--- config.mk ---
export PLATFORM = sky130hd
export DESIGN_NAME = date_to_day_number_weekday
export DESIGN_NICKNAME = d
export VERILOG_FILES = /design/src/hdl/dtdn_pkg.sv /design/src/hdl/date_to_day_number_weekday.sv /design/src/hdl/dtdn_cfg.sv
export SDC_FILE = /design/constraint.sdc
export NUM_CORES = 1
export LEC_CHECK = 0
export ABC_AREA = 1
export BUFFER_PORTS_ARGS = -buffer_cell sky130_fd_sc_hd__buf_2
export CAP_MARGIN = 10
export CELL_PAD_IN_SITES_DETAIL_PLACEMENT = 0
export CELL_PAD_IN_SITES_GLOBAL_PLACEMENT = 1
export CORE_ASPECT_RATIO = 0.9
export CORE_MARGIN = 2
export CORE_UTILIZATION = 51
export DETAILED_ROUTE_END_ITERATION = 16
export GPL_ROUTABILITY_DRIVEN = 0
export GPL_TIMING_DRIVEN = 0
export PLACE_DENSITY = 0.89
export REMOVE_ABC_BUFFERS = 1
export SLEW_MARGIN = 20
export SYNTH_ARGS = -nofsm -noshare
export SYNTH_HDL_FRONTEND = slang
export SYNTH_HIERARCHICAL = 1
export SYNTH_SLANG_ARGS = --single-unit
--- constraint.sdc ---
create_clock -name clk -period 9.25 [get_ports clk]
set_input_delay 0.4625 -clock clk [delete_from_list [all_inputs] [get_ports clk]]
set_output_delay 0.4625 -clock clk [all_outputs]
set_load 0.05 [all_outputs]
--- src/hdl/dtdn_pkg.sv ---
// ----------------------------------------------------------------------------
// dtdn_pkg - shared types and tables for the date to day number converter
// Beat structs, error codes, register indexes and calendar tables.
// ----------------------------------------------------------------------------
package dtdn_pkg;

	// Field widths
	localparam int YEAR_W  = 14;
	localparam int MONTH_W = 4;
	localparam int DAY_W   = 5;
	localparam int ERR_W   = 2;
	localparam int DOY_W   = 9;
	localparam int DN_W    = 22;
	localparam int WD_W    = 3;
	localparam int WOM_W   = 3;
	localparam int IDX_W   = 2;

	// Calendar limits
	localparam logic [YEAR_W-1:0] EPOCH_YEAR = 14'd1900;
	localparam logic [YEAR_W-1:0] LAST_YEAR  = 14'd9999;

	// Error codes
	localparam logic [ERR_W-1:0] ERR_NONE = 2'd0;
	localparam logic [ERR_W-1:0] ERR_YEAR = 2'd1;
	localparam logic [ERR_W-1:0] ERR_DATE = 2'd2;

	// Register indexes
	localparam logic [IDX_W-1:0] REG_MIN_YEAR = 2'd0;
	localparam logic [IDX_W-1:0] REG_MAX_YEAR = 2'd1;

	typedef struct packed {
		logic [YEAR_W-1:0]  year;
		logic [MONTH_W-1:0] month;
		logic [DAY_W-1:0]   day;
	} date_t;

	typedef struct packed {
		logic [ERR_W-1:0] error_code;
		logic [DOY_W-1:0] day_of_year;
		logic [DN_W-1:0]  day_number;
		logic [WD_W-1:0]  weekday;
		logic [WOM_W-1:0] week_of_month;
	} daynum_t;

	typedef struct packed {
		logic [YEAR_W-1:0] min_year;
		logic [YEAR_W-1:0] max_year;
	} cfg_regs_t;

	// Longest length of each month (February as in a leap year)
	function automatic logic [DAY_W-1:0] month_len(input logic [MONTH_W-1:0] m);
		logic [DAY_W-1:0] len;
		case (m)
			4'd1, 4'd3, 4'd5, 4'd7, 4'd8, 4'd10, 4'd12: len = 5'd31;
			4'd4, 4'd6, 4'd9, 4'd11:                    len = 5'd30;
			4'd2:                                       len = 5'd29;
			default:                                    len = 5'd0;
		endcase
		return len;
	endfunction

	// Days before the first of each month in a leap year
	function automatic logic [DOY_W-1:0] month_start(input logic [MONTH_W-1:0] m);
		logic [DOY_W-1:0] ds;
		case (m)
			4'd2:    ds = 9'd31;
			4'd3:    ds = 9'd60;
			4'd4:    ds = 9'd91;
			4'd5:    ds = 9'd121;
			4'd6:    ds = 9'd152;
			4'd7:    ds = 9'd182;
			4'd8:    ds = 9'd213;
			4'd9:    ds = 9'd244;
			4'd10:   ds = 9'd274;
			4'd11:   ds = 9'd305;
			4'd12:   ds = 9'd335;
			default: ds = 9'd0;
		endcase
		return ds;
	endfunction

endpackage

--- src/hdl/date_to_day_number_weekday.sv ---
// ----------------------------------------------------------------------------
// date_to_day_number_weekday - Gregorian date to day number and weekday
// Checks a date against the configured year range and the calendar, then
// gives day of year, day number from 1900-01-01 (day 1), weekday and the
// occurrence of that weekday within the month.
//
//   channel  dir  handshake             payload
//   in       in   in_valid / in_ready   in_data  (date_t: year, month, day)
//   out      out  out_valid / out_ready out_data (daynum_t)
//   cfg      in   cfg_valid / cfg_ready cfg_index, cfg_data (year range)
//
// Four register stages; one date enters per cycle while in_ready is high,
// and its result is registered through stages 1 to 4 before it leaves.
// Stage 1 divides the year by 100 through a reciprocal multiply, stage 3
// holds the 365-day multiply and a reciprocal multiply for the mod-7 step.
// Each stage holds while the one after it is full and stalled; bubbles
// close up, so a stalled output still lets new dates fill empty stages.
// Reset clears all stage valid bits and sets the range to 1900..9999.
// ----------------------------------------------------------------------------
module date_to_day_number_weekday import dtdn_pkg::*; (
	input  logic              clk,
	input  logic              arst_n,
	input  logic              in_valid,
	output logic              in_ready,
	input  date_t             in_data,
	output logic              out_valid,
	input  logic              out_ready,
	output daynum_t           out_data,
	input  logic              cfg_valid,
	output logic              cfg_ready,
	input  logic [IDX_W-1:0]  cfg_index,
	input  logic [YEAR_W-1:0] cfg_data
);

	cfg_regs_t regs;

	dtdn_cfg u_cfg (
		.clk       (clk),
		.arst_n    (arst_n),
		.cfg_valid (cfg_valid),
		.cfg_ready (cfg_ready),
		.cfg_index (cfg_index),
		.cfg_data  (cfg_data),
		.regs      (regs)
	);

	// ------------------------------------------------------------------
	// Pipeline flow control
	// ------------------------------------------------------------------
	logic v_s1, v_s2, v_s3, v_s4;
	logic free1, free2, free3, free4;

	assign free4    = !v_s4 || out_ready;
	assign free3    = !v_s3 || free4;
	assign free2    = !v_s2 || free3;
	assign free1    = !v_s1 || free2;
	assign in_ready = free1;

	// Advance valid bits stage by stage
	always_ff @(posedge clk or negedge arst_n) begin
		if (!arst_n) begin
			v_s1 <= 1'b0;
			v_s2 <= 1'b0;
			v_s3 <= 1'b0;
			v_s4 <= 1'b0;
		end else begin
			if (free1) v_s1 <= in_valid;
			if (free2) v_s2 <= v_s1;
			if (free3) v_s3 <= v_s2;
			if (free4) v_s4 <= v_s3;
		end
	end

	// ------------------------------------------------------------------
	// Stage 1: range check, year / 100 for year and year - 1
	// ------------------------------------------------------------------
	logic [YEAR_W-1:0] pm1_in;
	logic [24:0]       prod_y, prod_p;
	logic              yerr_in;

	logic [YEAR_W-1:0]  year_s1;
	logic [MONTH_W-1:0] month_s1;
	logic [DAY_W-1:0]   day_s1;
	logic               yerr_s1;
	logic [7:0]         q100y_s1, q100p_s1;

	assign pm1_in = in_data.year - 14'd1;
	// floor(floor(n/4) * 5243 / 2^17) equals n / 100 for every 14-bit n
	assign prod_y = 25'(in_data.year[13:2]) * 25'd5243;
	assign prod_p = 25'(pm1_in[13:2]) * 25'd5243;
	assign yerr_in = (in_data.year < regs.min_year) || (in_data.year > regs.max_year) ||
		(in_data.year < EPOCH_YEAR) || (in_data.year > LAST_YEAR);

	always_ff @(posedge clk) begin
		if (free1) begin
			year_s1  <= in_data.year;
			month_s1 <= in_data.month;
			day_s1   <= in_data.day;
			yerr_s1  <= yerr_in;
			q100y_s1 <= prod_y[24:17];
			q100p_s1 <= prod_p[24:17];
		end
	end

	// ------------------------------------------------------------------
	// Stage 2: leap year, date check, day of year, leap count, week ordinal
	// ------------------------------------------------------------------
	logic [YEAR_W-1:0] r100, pm1_s1;
	logic              is_cent, is_leap, date_bad;
	logic [DAY_W-1:0]  mlen;
	logic [DOY_W-1:0]  doy;
	logic [11:0]       lc_full;
	logic [WOM_W-1:0]  wom;
	logic [ERR_W-1:0]  err;

	logic [ERR_W-1:0] err_s2;
	logic [DOY_W-1:0] doy_s2;
	logic [10:0]      lc_s2;
	logic [12:0]      yoff_s2;
	logic [WOM_W-1:0] wom_s2;

	assign r100    = year_s1 - 14'(14'(q100y_s1) * 14'd100);
	assign is_cent = (r100 == 14'd0);
	assign is_leap = ((year_s1[1:0] == 2'd0) && !is_cent) ||
		(is_cent && (q100y_s1[1:0] == 2'd0));
	assign mlen    = month_len(month_s1);
	assign date_bad = (month_s1 == 4'd0) || (month_s1 > 4'd12) || (day_s1 == 5'd0) ||
		(day_s1 > mlen) || (!is_leap && (month_s1 == 4'd2) && (day_s1 == 5'd29));
	assign err = yerr_s1 ? ERR_YEAR : (date_bad ? ERR_DATE : ERR_NONE);
	assign doy = month_start(month_s1) + 9'(day_s1) -
		9'(!is_leap && (month_s1 > 4'd2));
	// Leap years from 1900 up to the year before: 460 of them lie up to 1899
	assign pm1_s1  = year_s1 - 14'd1;
	assign lc_full = 12'(pm1_s1[13:2]) - 12'(q100p_s1) + 12'(q100p_s1[7:2]) - 12'd460;

	// Occurrence of this weekday in the month
	always_comb begin
		case (day_s1) inside
			[5'd0:5'd7]:   wom = 3'd1;
			[5'd8:5'd14]:  wom = 3'd2;
			[5'd15:5'd21]: wom = 3'd3;
			[5'd22:5'd28]: wom = 3'd4;
			default:       wom = 3'd5;
		endcase
	end

	always_ff @(posedge clk) begin
		if (free2) begin
			err_s2  <= err;
			doy_s2  <= doy;
			lc_s2   <= lc_full[10:0];
			yoff_s2 <= 13'(year_s1 - EPOCH_YEAR);
			wom_s2  <= wom;
		end
	end

	// ------------------------------------------------------------------
	// Stage 3: day number, weekday sum and its quotient by 7
	// ------------------------------------------------------------------
	logic [DN_W-1:0] dn;
	logic [13:0]     wsum;
	logic [28:0]     prod_7;

	logic [ERR_W-1:0] err_s3;
	logic [DOY_W-1:0] doy_s3;
	logic [DN_W-1:0]  dn_s3;
	logic [13:0]      wsum_s3;
	logic [11:0]      q7_s3;
	logic [WOM_W-1:0] wom_s3;

	assign dn = 22'(yoff_s2) * 22'd365 + 22'(lc_s2) + 22'(doy_s2);
	// 365 is 1 mod 7, so the day number mod 7 equals this much smaller sum mod 7
	assign wsum   = 14'(yoff_s2) + 14'(lc_s2) + 14'(doy_s2);
	assign prod_7 = 29'(wsum) * 29'd18725;

	always_ff @(posedge clk) begin
		if (free3) begin
			err_s3  <= err_s2;
			doy_s3  <= doy_s2;
			dn_s3   <= dn;
			wsum_s3 <= wsum;
			q7_s3   <= prod_7[28:17];
			wom_s3  <= wom_s2;
		end
	end

	// ------------------------------------------------------------------
	// Stage 4: weekday, zero the fields of a bad date
	// ------------------------------------------------------------------
	logic [13:0]    r7;
	logic [WD_W-1:0] wd;
	logic           ok;
	daynum_t        res_s4;

	assign r7 = wsum_s3 - 14'(14'(q7_s3) * 14'd7);
	assign wd = (r7[2:0] == 3'd0) ? 3'd7 : r7[2:0];
	assign ok = (err_s3 == ERR_NONE);

	always_ff @(posedge clk) begin
		if (free4) begin
			res_s4.error_code    <= err_s3;
			res_s4.day_of_year   <= ok ? doy_s3 : '0;
			res_s4.day_number    <= ok ? dn_s3 : '0;
			res_s4.weekday       <= ok ? wd : '0;
			res_s4.week_of_month <= ok ? wom_s3 : '0;
		end
	end

	assign out_valid = v_s4;
	assign out_data  = res_s4;

	// ------------------------------------------------------------------
	// Assertions
	// ------------------------------------------------------------------
	a_bad_zero: assert property (@(posedge clk) disable iff (!arst_n)
		out_valid && (out_data.error_code != ERR_NONE) |->
		(out_data.day_of_year == '0) && (out_data.day_number == '0) &&
		(out_data.weekday == '0) && (out_data.week_of_month == '0))
		else $error("bad date result carries nonzero fields");

	a_good_nonzero: assert property (@(posedge clk) disable iff (!arst_n)
		out_valid && (out_data.error_code == ERR_NONE) |->
		(out_data.day_of_year != '0) && (out_data.day_number != '0) &&
		(out_data.weekday != '0) && (out_data.week_of_month != '0))
		else $error("valid date result has a zero field");

	a_s3_hold: assert property (@(posedge clk) disable iff (!arst_n)
		v_s3 && !free3 |=> v_s3 && $stable(dn_s3) && $stable(wsum_s3))
		else $error("stage 3 changed while stalled");

	a_s1_hold: assert property (@(posedge clk) disable iff (!arst_n)
		v_s1 && !free1 |=> v_s1 && $stable(year_s1))
		else $error("stage 1 lost or changed a stalled date");

endmodule

--- src/hdl/dtdn_cfg.sv ---
// ----------------------------------------------------------------------------
// dtdn_cfg - year range registers
// Holds the minimum and maximum accepted year, written over the config channel.
// ----------------------------------------------------------------------------
module dtdn_cfg import dtdn_pkg::*; (
	input  logic              clk,
	input  logic              arst_n,
	input  logic              cfg_valid,
	output logic              cfg_ready,
	input  logic [IDX_W-1:0]  cfg_index,
	input  logic [YEAR_W-1:0] cfg_data,
	output cfg_regs_t         regs
);

	cfg_regs_t regs_q;

	// Always ready for a register beat
	assign cfg_ready = 1'b1;
	assign regs      = regs_q;

	// Write the addressed register, drop writes beyond the list
	always_ff @(posedge clk or negedge arst_n) begin
		if (!arst_n) begin
			regs_q.min_year <= EPOCH_YEAR;
			regs_q.max_year <= LAST_YEAR;
		end else if (cfg_valid) begin
			case (cfg_index)
				REG_MIN_YEAR: regs_q.min_year <= cfg_data;
				REG_MAX_YEAR: regs_q.max_year <= cfg_data;
				default: ;
			endcase
		end
	end

endmodule

==> metrics <==
GRT Resource Usage Total 0.204; CTS sink count 202; Core Area 0.0432 mm²; placed inst area 0.0235 mm²; Syn. warnings 6; WP data arrival 7.37 ns; # Post-CTS Setup Buffers 0; via count 15700; cell area after layout 0.0242 mm²; global-route wire length before repair 75.9 mm; maxcap violations 0; Post-Syn Area 0.0224 mm²; status finished clean; Die Span X 225 µm; reg-to-reg endpoint q7_s3[1]$_DFFE_PP_; Filler cells 3702; ys flop type edfxtp_1; Worst-Margin Slew 0.939 ns; period utilisation layout 0.766; cell taking the most area after synthesis ha_1; cell row count 72; Finish-stage setup viols 0; Post-synth EDFFs 158; CTS tree yes; Multi-input gate area 0.0144 mm²; skew final 0.0192 ns; Area growth, synth to finish 8.03%; Met3 Wirelength 1.50 mm; first drt pass iteration count 5; Clock Latency Late Sink 0.55 ns; WP data required 9.54 ns; Clock Tree Buf Depth 3; post-synthesis cell count 2379; Slowest-stage cell, CP fa_1; post-route minimum period 7.09 ns; Sequential cell area 0.00580 mm²; grt total ovfl 0; CTS Hold Bufs 0; TNS Setup 0 ns; die footprint 0.0457 mm²; Max Fanout on Critical Path 5; Final Hold Fails 0; RSZ-0062 raised after global routing no; R2R Setup Slk 2.16 ns; post-synth top area share 0.238; Buffers on Ports 84; CTS clk-pin slew, worst paths 0.06 ns; Bufs and invs on worst path 5; Starting Density 0.520; metal2 WL 21.4 mm; initial antenna violation count 0; post-synthesis sequential area ratio 0.259; final std cells w/o fill 3049; crit start category flip-flop; I/O pin total 86; antenna-violating nets left 0; initial DRC count 736; layout cells sized above 1 0.0706; library cells used by synthesis 59; #FFs+latches synth 202; htree depth 1; CP top delay family adder cells; vias in the first global route 16100; post_cts resized 0; critical path type reg -> reg; synth top area cells ha_1 (24%), edfxtp_1 (21%), fa_1 (18%); hpwl dp 37.7 mm; Final nets 3146; DRT Wirelength 44.8 mm; Post-Syn Area per Cell 9.43 µm²; highest routed layer met4; drt wl/cell 14.7 µm; via-per-instance ratio 5.13; pin count of the biggest net entering global routing 51; Post-Route M1 WL 20.2 mm; async set-or-reset flop fraction in the synthesized netlist 0.158; r2r startpoint yoff_s2[1]$_DFFE_PP_; Slew HR 0.370; max incr delay on CP 0.52 ns; HP Class in -> async; fmax 141 MHz; DR DRC count 0; die height 203 µm; CTS Buf Count 24; Clk Tree Root Cell clkbuf_16; ANT cells 0; most numerous cell on the critical path fa_1; max-slew violation count 0; Worst Reg-to-Reg Cells 25; Worst setup EP type flip-flop; Placed Cells incl. Taps 3005
## layer usage
layer / GRT usage / vias to the layer above
met2: 0.355 / 296
met1: 0.261 / 7409
met4: 0.0702 / 0
li1: - / 7858
met5: 0 / -
met3: 0.0265 / 89
## cell type report
type,instances,area share
Timing Repair Buffer,85,0.0182
Multi-Input combinational cell,1587,0.593
Clock inverter,12,0.00429
Sequential cell,202,0.239
Clock buffer,32,0.0268
Tap cell,555,0.0287
Inverter,576,0.0892
## how the worst max path moves through the flow
stage,cells after the start,to,start
after floorplan,25,q7_s3[1]$_DFFE_PP_,doy_s2[1]$_DFFE_PP_
after global placement,25,q7_s3[1]$_DFFE_PP_,yoff_s2[1]$_DFFE_PP_
after detailed placement,25,q7_s3[1]$_DFFE_PP_,yoff_s2[1]$_DFFE_PP_
after CTS,25,q7_s3[1]$_DFFE_PP_,doy_s2[1]$_DFFE_PP_
after global routing,25,q7_s3[1]$_DFFE_PP_,yoff_s2[1]$_DFFE_PP_
final,25,q7_s3[1]$_DFFE_PP_,yoff_s2[1]$_DFFE_PP_
## kinds of logic after synthesis
family,after synthesis,share of synthesized area
AO/OA/AOI/OAI,259,0.0664
adder cells (fa/ha/maj),626,0.416
other,1,0.000167
XOR/XNOR,108,0.0422
flip-flops,202,0.259
buffers and inverters,590,0.100
AND/OR/NAND/NOR,593,0.117
## stage by stage
| stage | utilization | hold WS, ns | setup slack, ns |
|---|---|---|---|
| finish | 0.562 | 0.0218 | 2.16 |
| global route | 0.562 | 0.0734 | 1.85 |
| CTS | 0.562 | 0.0153 | 2.19 |
| detailed placement | 0.544 | 0.405 | 2.19 |
| global placement | 0.544 | 0.402 | 2.36 |
| floorplan | - | 0.167 | 2.87 |
## placed cells by master (no fill, tap or decap), drive strengths merged, types with 2 or more instances in the layout
cell | Yosys | routed
a31o | 2 | 2
o21a | 7 | 7
xor2 | 88 | 88
a32oi | 2 | 2
o21ai | 69 | 69
nand3b | 2 | 2
xnor2 | 20 | 20
o31ai | 5 | 5
buf | 11 | 85
a21boi | 2 | 2
a21oi | 135 | 135
fa | 199 | 199
nand3 | 74 | 74
o221ai | 3 | 3
clkinv | 1 | 9
nor3 | 21 | 21
inv | 575 | 578
and2 | 2 | 2
a31oi | 2 | 2
ha | 427 | 427
nor2 | 118 | 118
o211ai | 8 | 8
nand4 | 39 | 39
o21bai | 11 | 11
edfxtp | 158 | 158
dfstp | 15 | 15
dfxtp | 12 | 12
nand2 | 325 | 325
nor4 | 6 | 6
a21o | 4 | 4
a211oi | 2 | 2
dfrtp | 17 | 17
clkbuf | 3 | 32
or2 | 5 | 5
## cells in the mapped netlist, types with 3 or more instances
| cell type | number |
|---|---|
| a21o_1 | 4 |
| a21oi_1 | 133 |
| buf_2 | 4 |
| buf_4 | 6 |
| clkbuf_1 | 3 |
| dfrtp_1 | 17 |
| dfstp_2 | 15 |
| dfxtp_1 | 12 |
| edfxtp_1 | 158 |
| fa_1 | 199 |
| ha_1 | 427 |
| inv_1 | 574 |
| nand2_1 | 317 |
| nand2_2 | 6 |
| nand3_1 | 72 |
| nand4_1 | 39 |
| nor2_1 | 112 |
| nor2_2 | 3 |
| nor3_1 | 17 |
| nor3_2 | 4 |
| nor4_1 | 4 |
| o211ai_1 | 6 |
| o21a_1 | 7 |
| o21ai_0 | 56 |
| o21ai_1 | 8 |
| o21ai_2 | 4 |
| o21bai_1 | 11 |
| o221ai_1 | 3 |
| o31ai_1 | 5 |
| or2_2 | 5 |
| xnor2_1 | 20 |
| xor2_1 | 88 |
## registers in the layout, summed over array words and instances (netlist names), 3 cells and up, named ones only
name,flops
u_cfg/regs,28
lc_s2,11
doy_s3,9
out_data,39
month_s1,4
wom_s2,3
mlen,3
year_s1,14
yoff_s2,13
doy_s2,9
dn_s3,22
q100y_s1,8
wom_s3,3
day_s1,5
q100p_s1,8
q7_s3,3
Power is not shown: default switching activity piles up to over one toggle a cycle in this logic, so the estimate is an artifact.
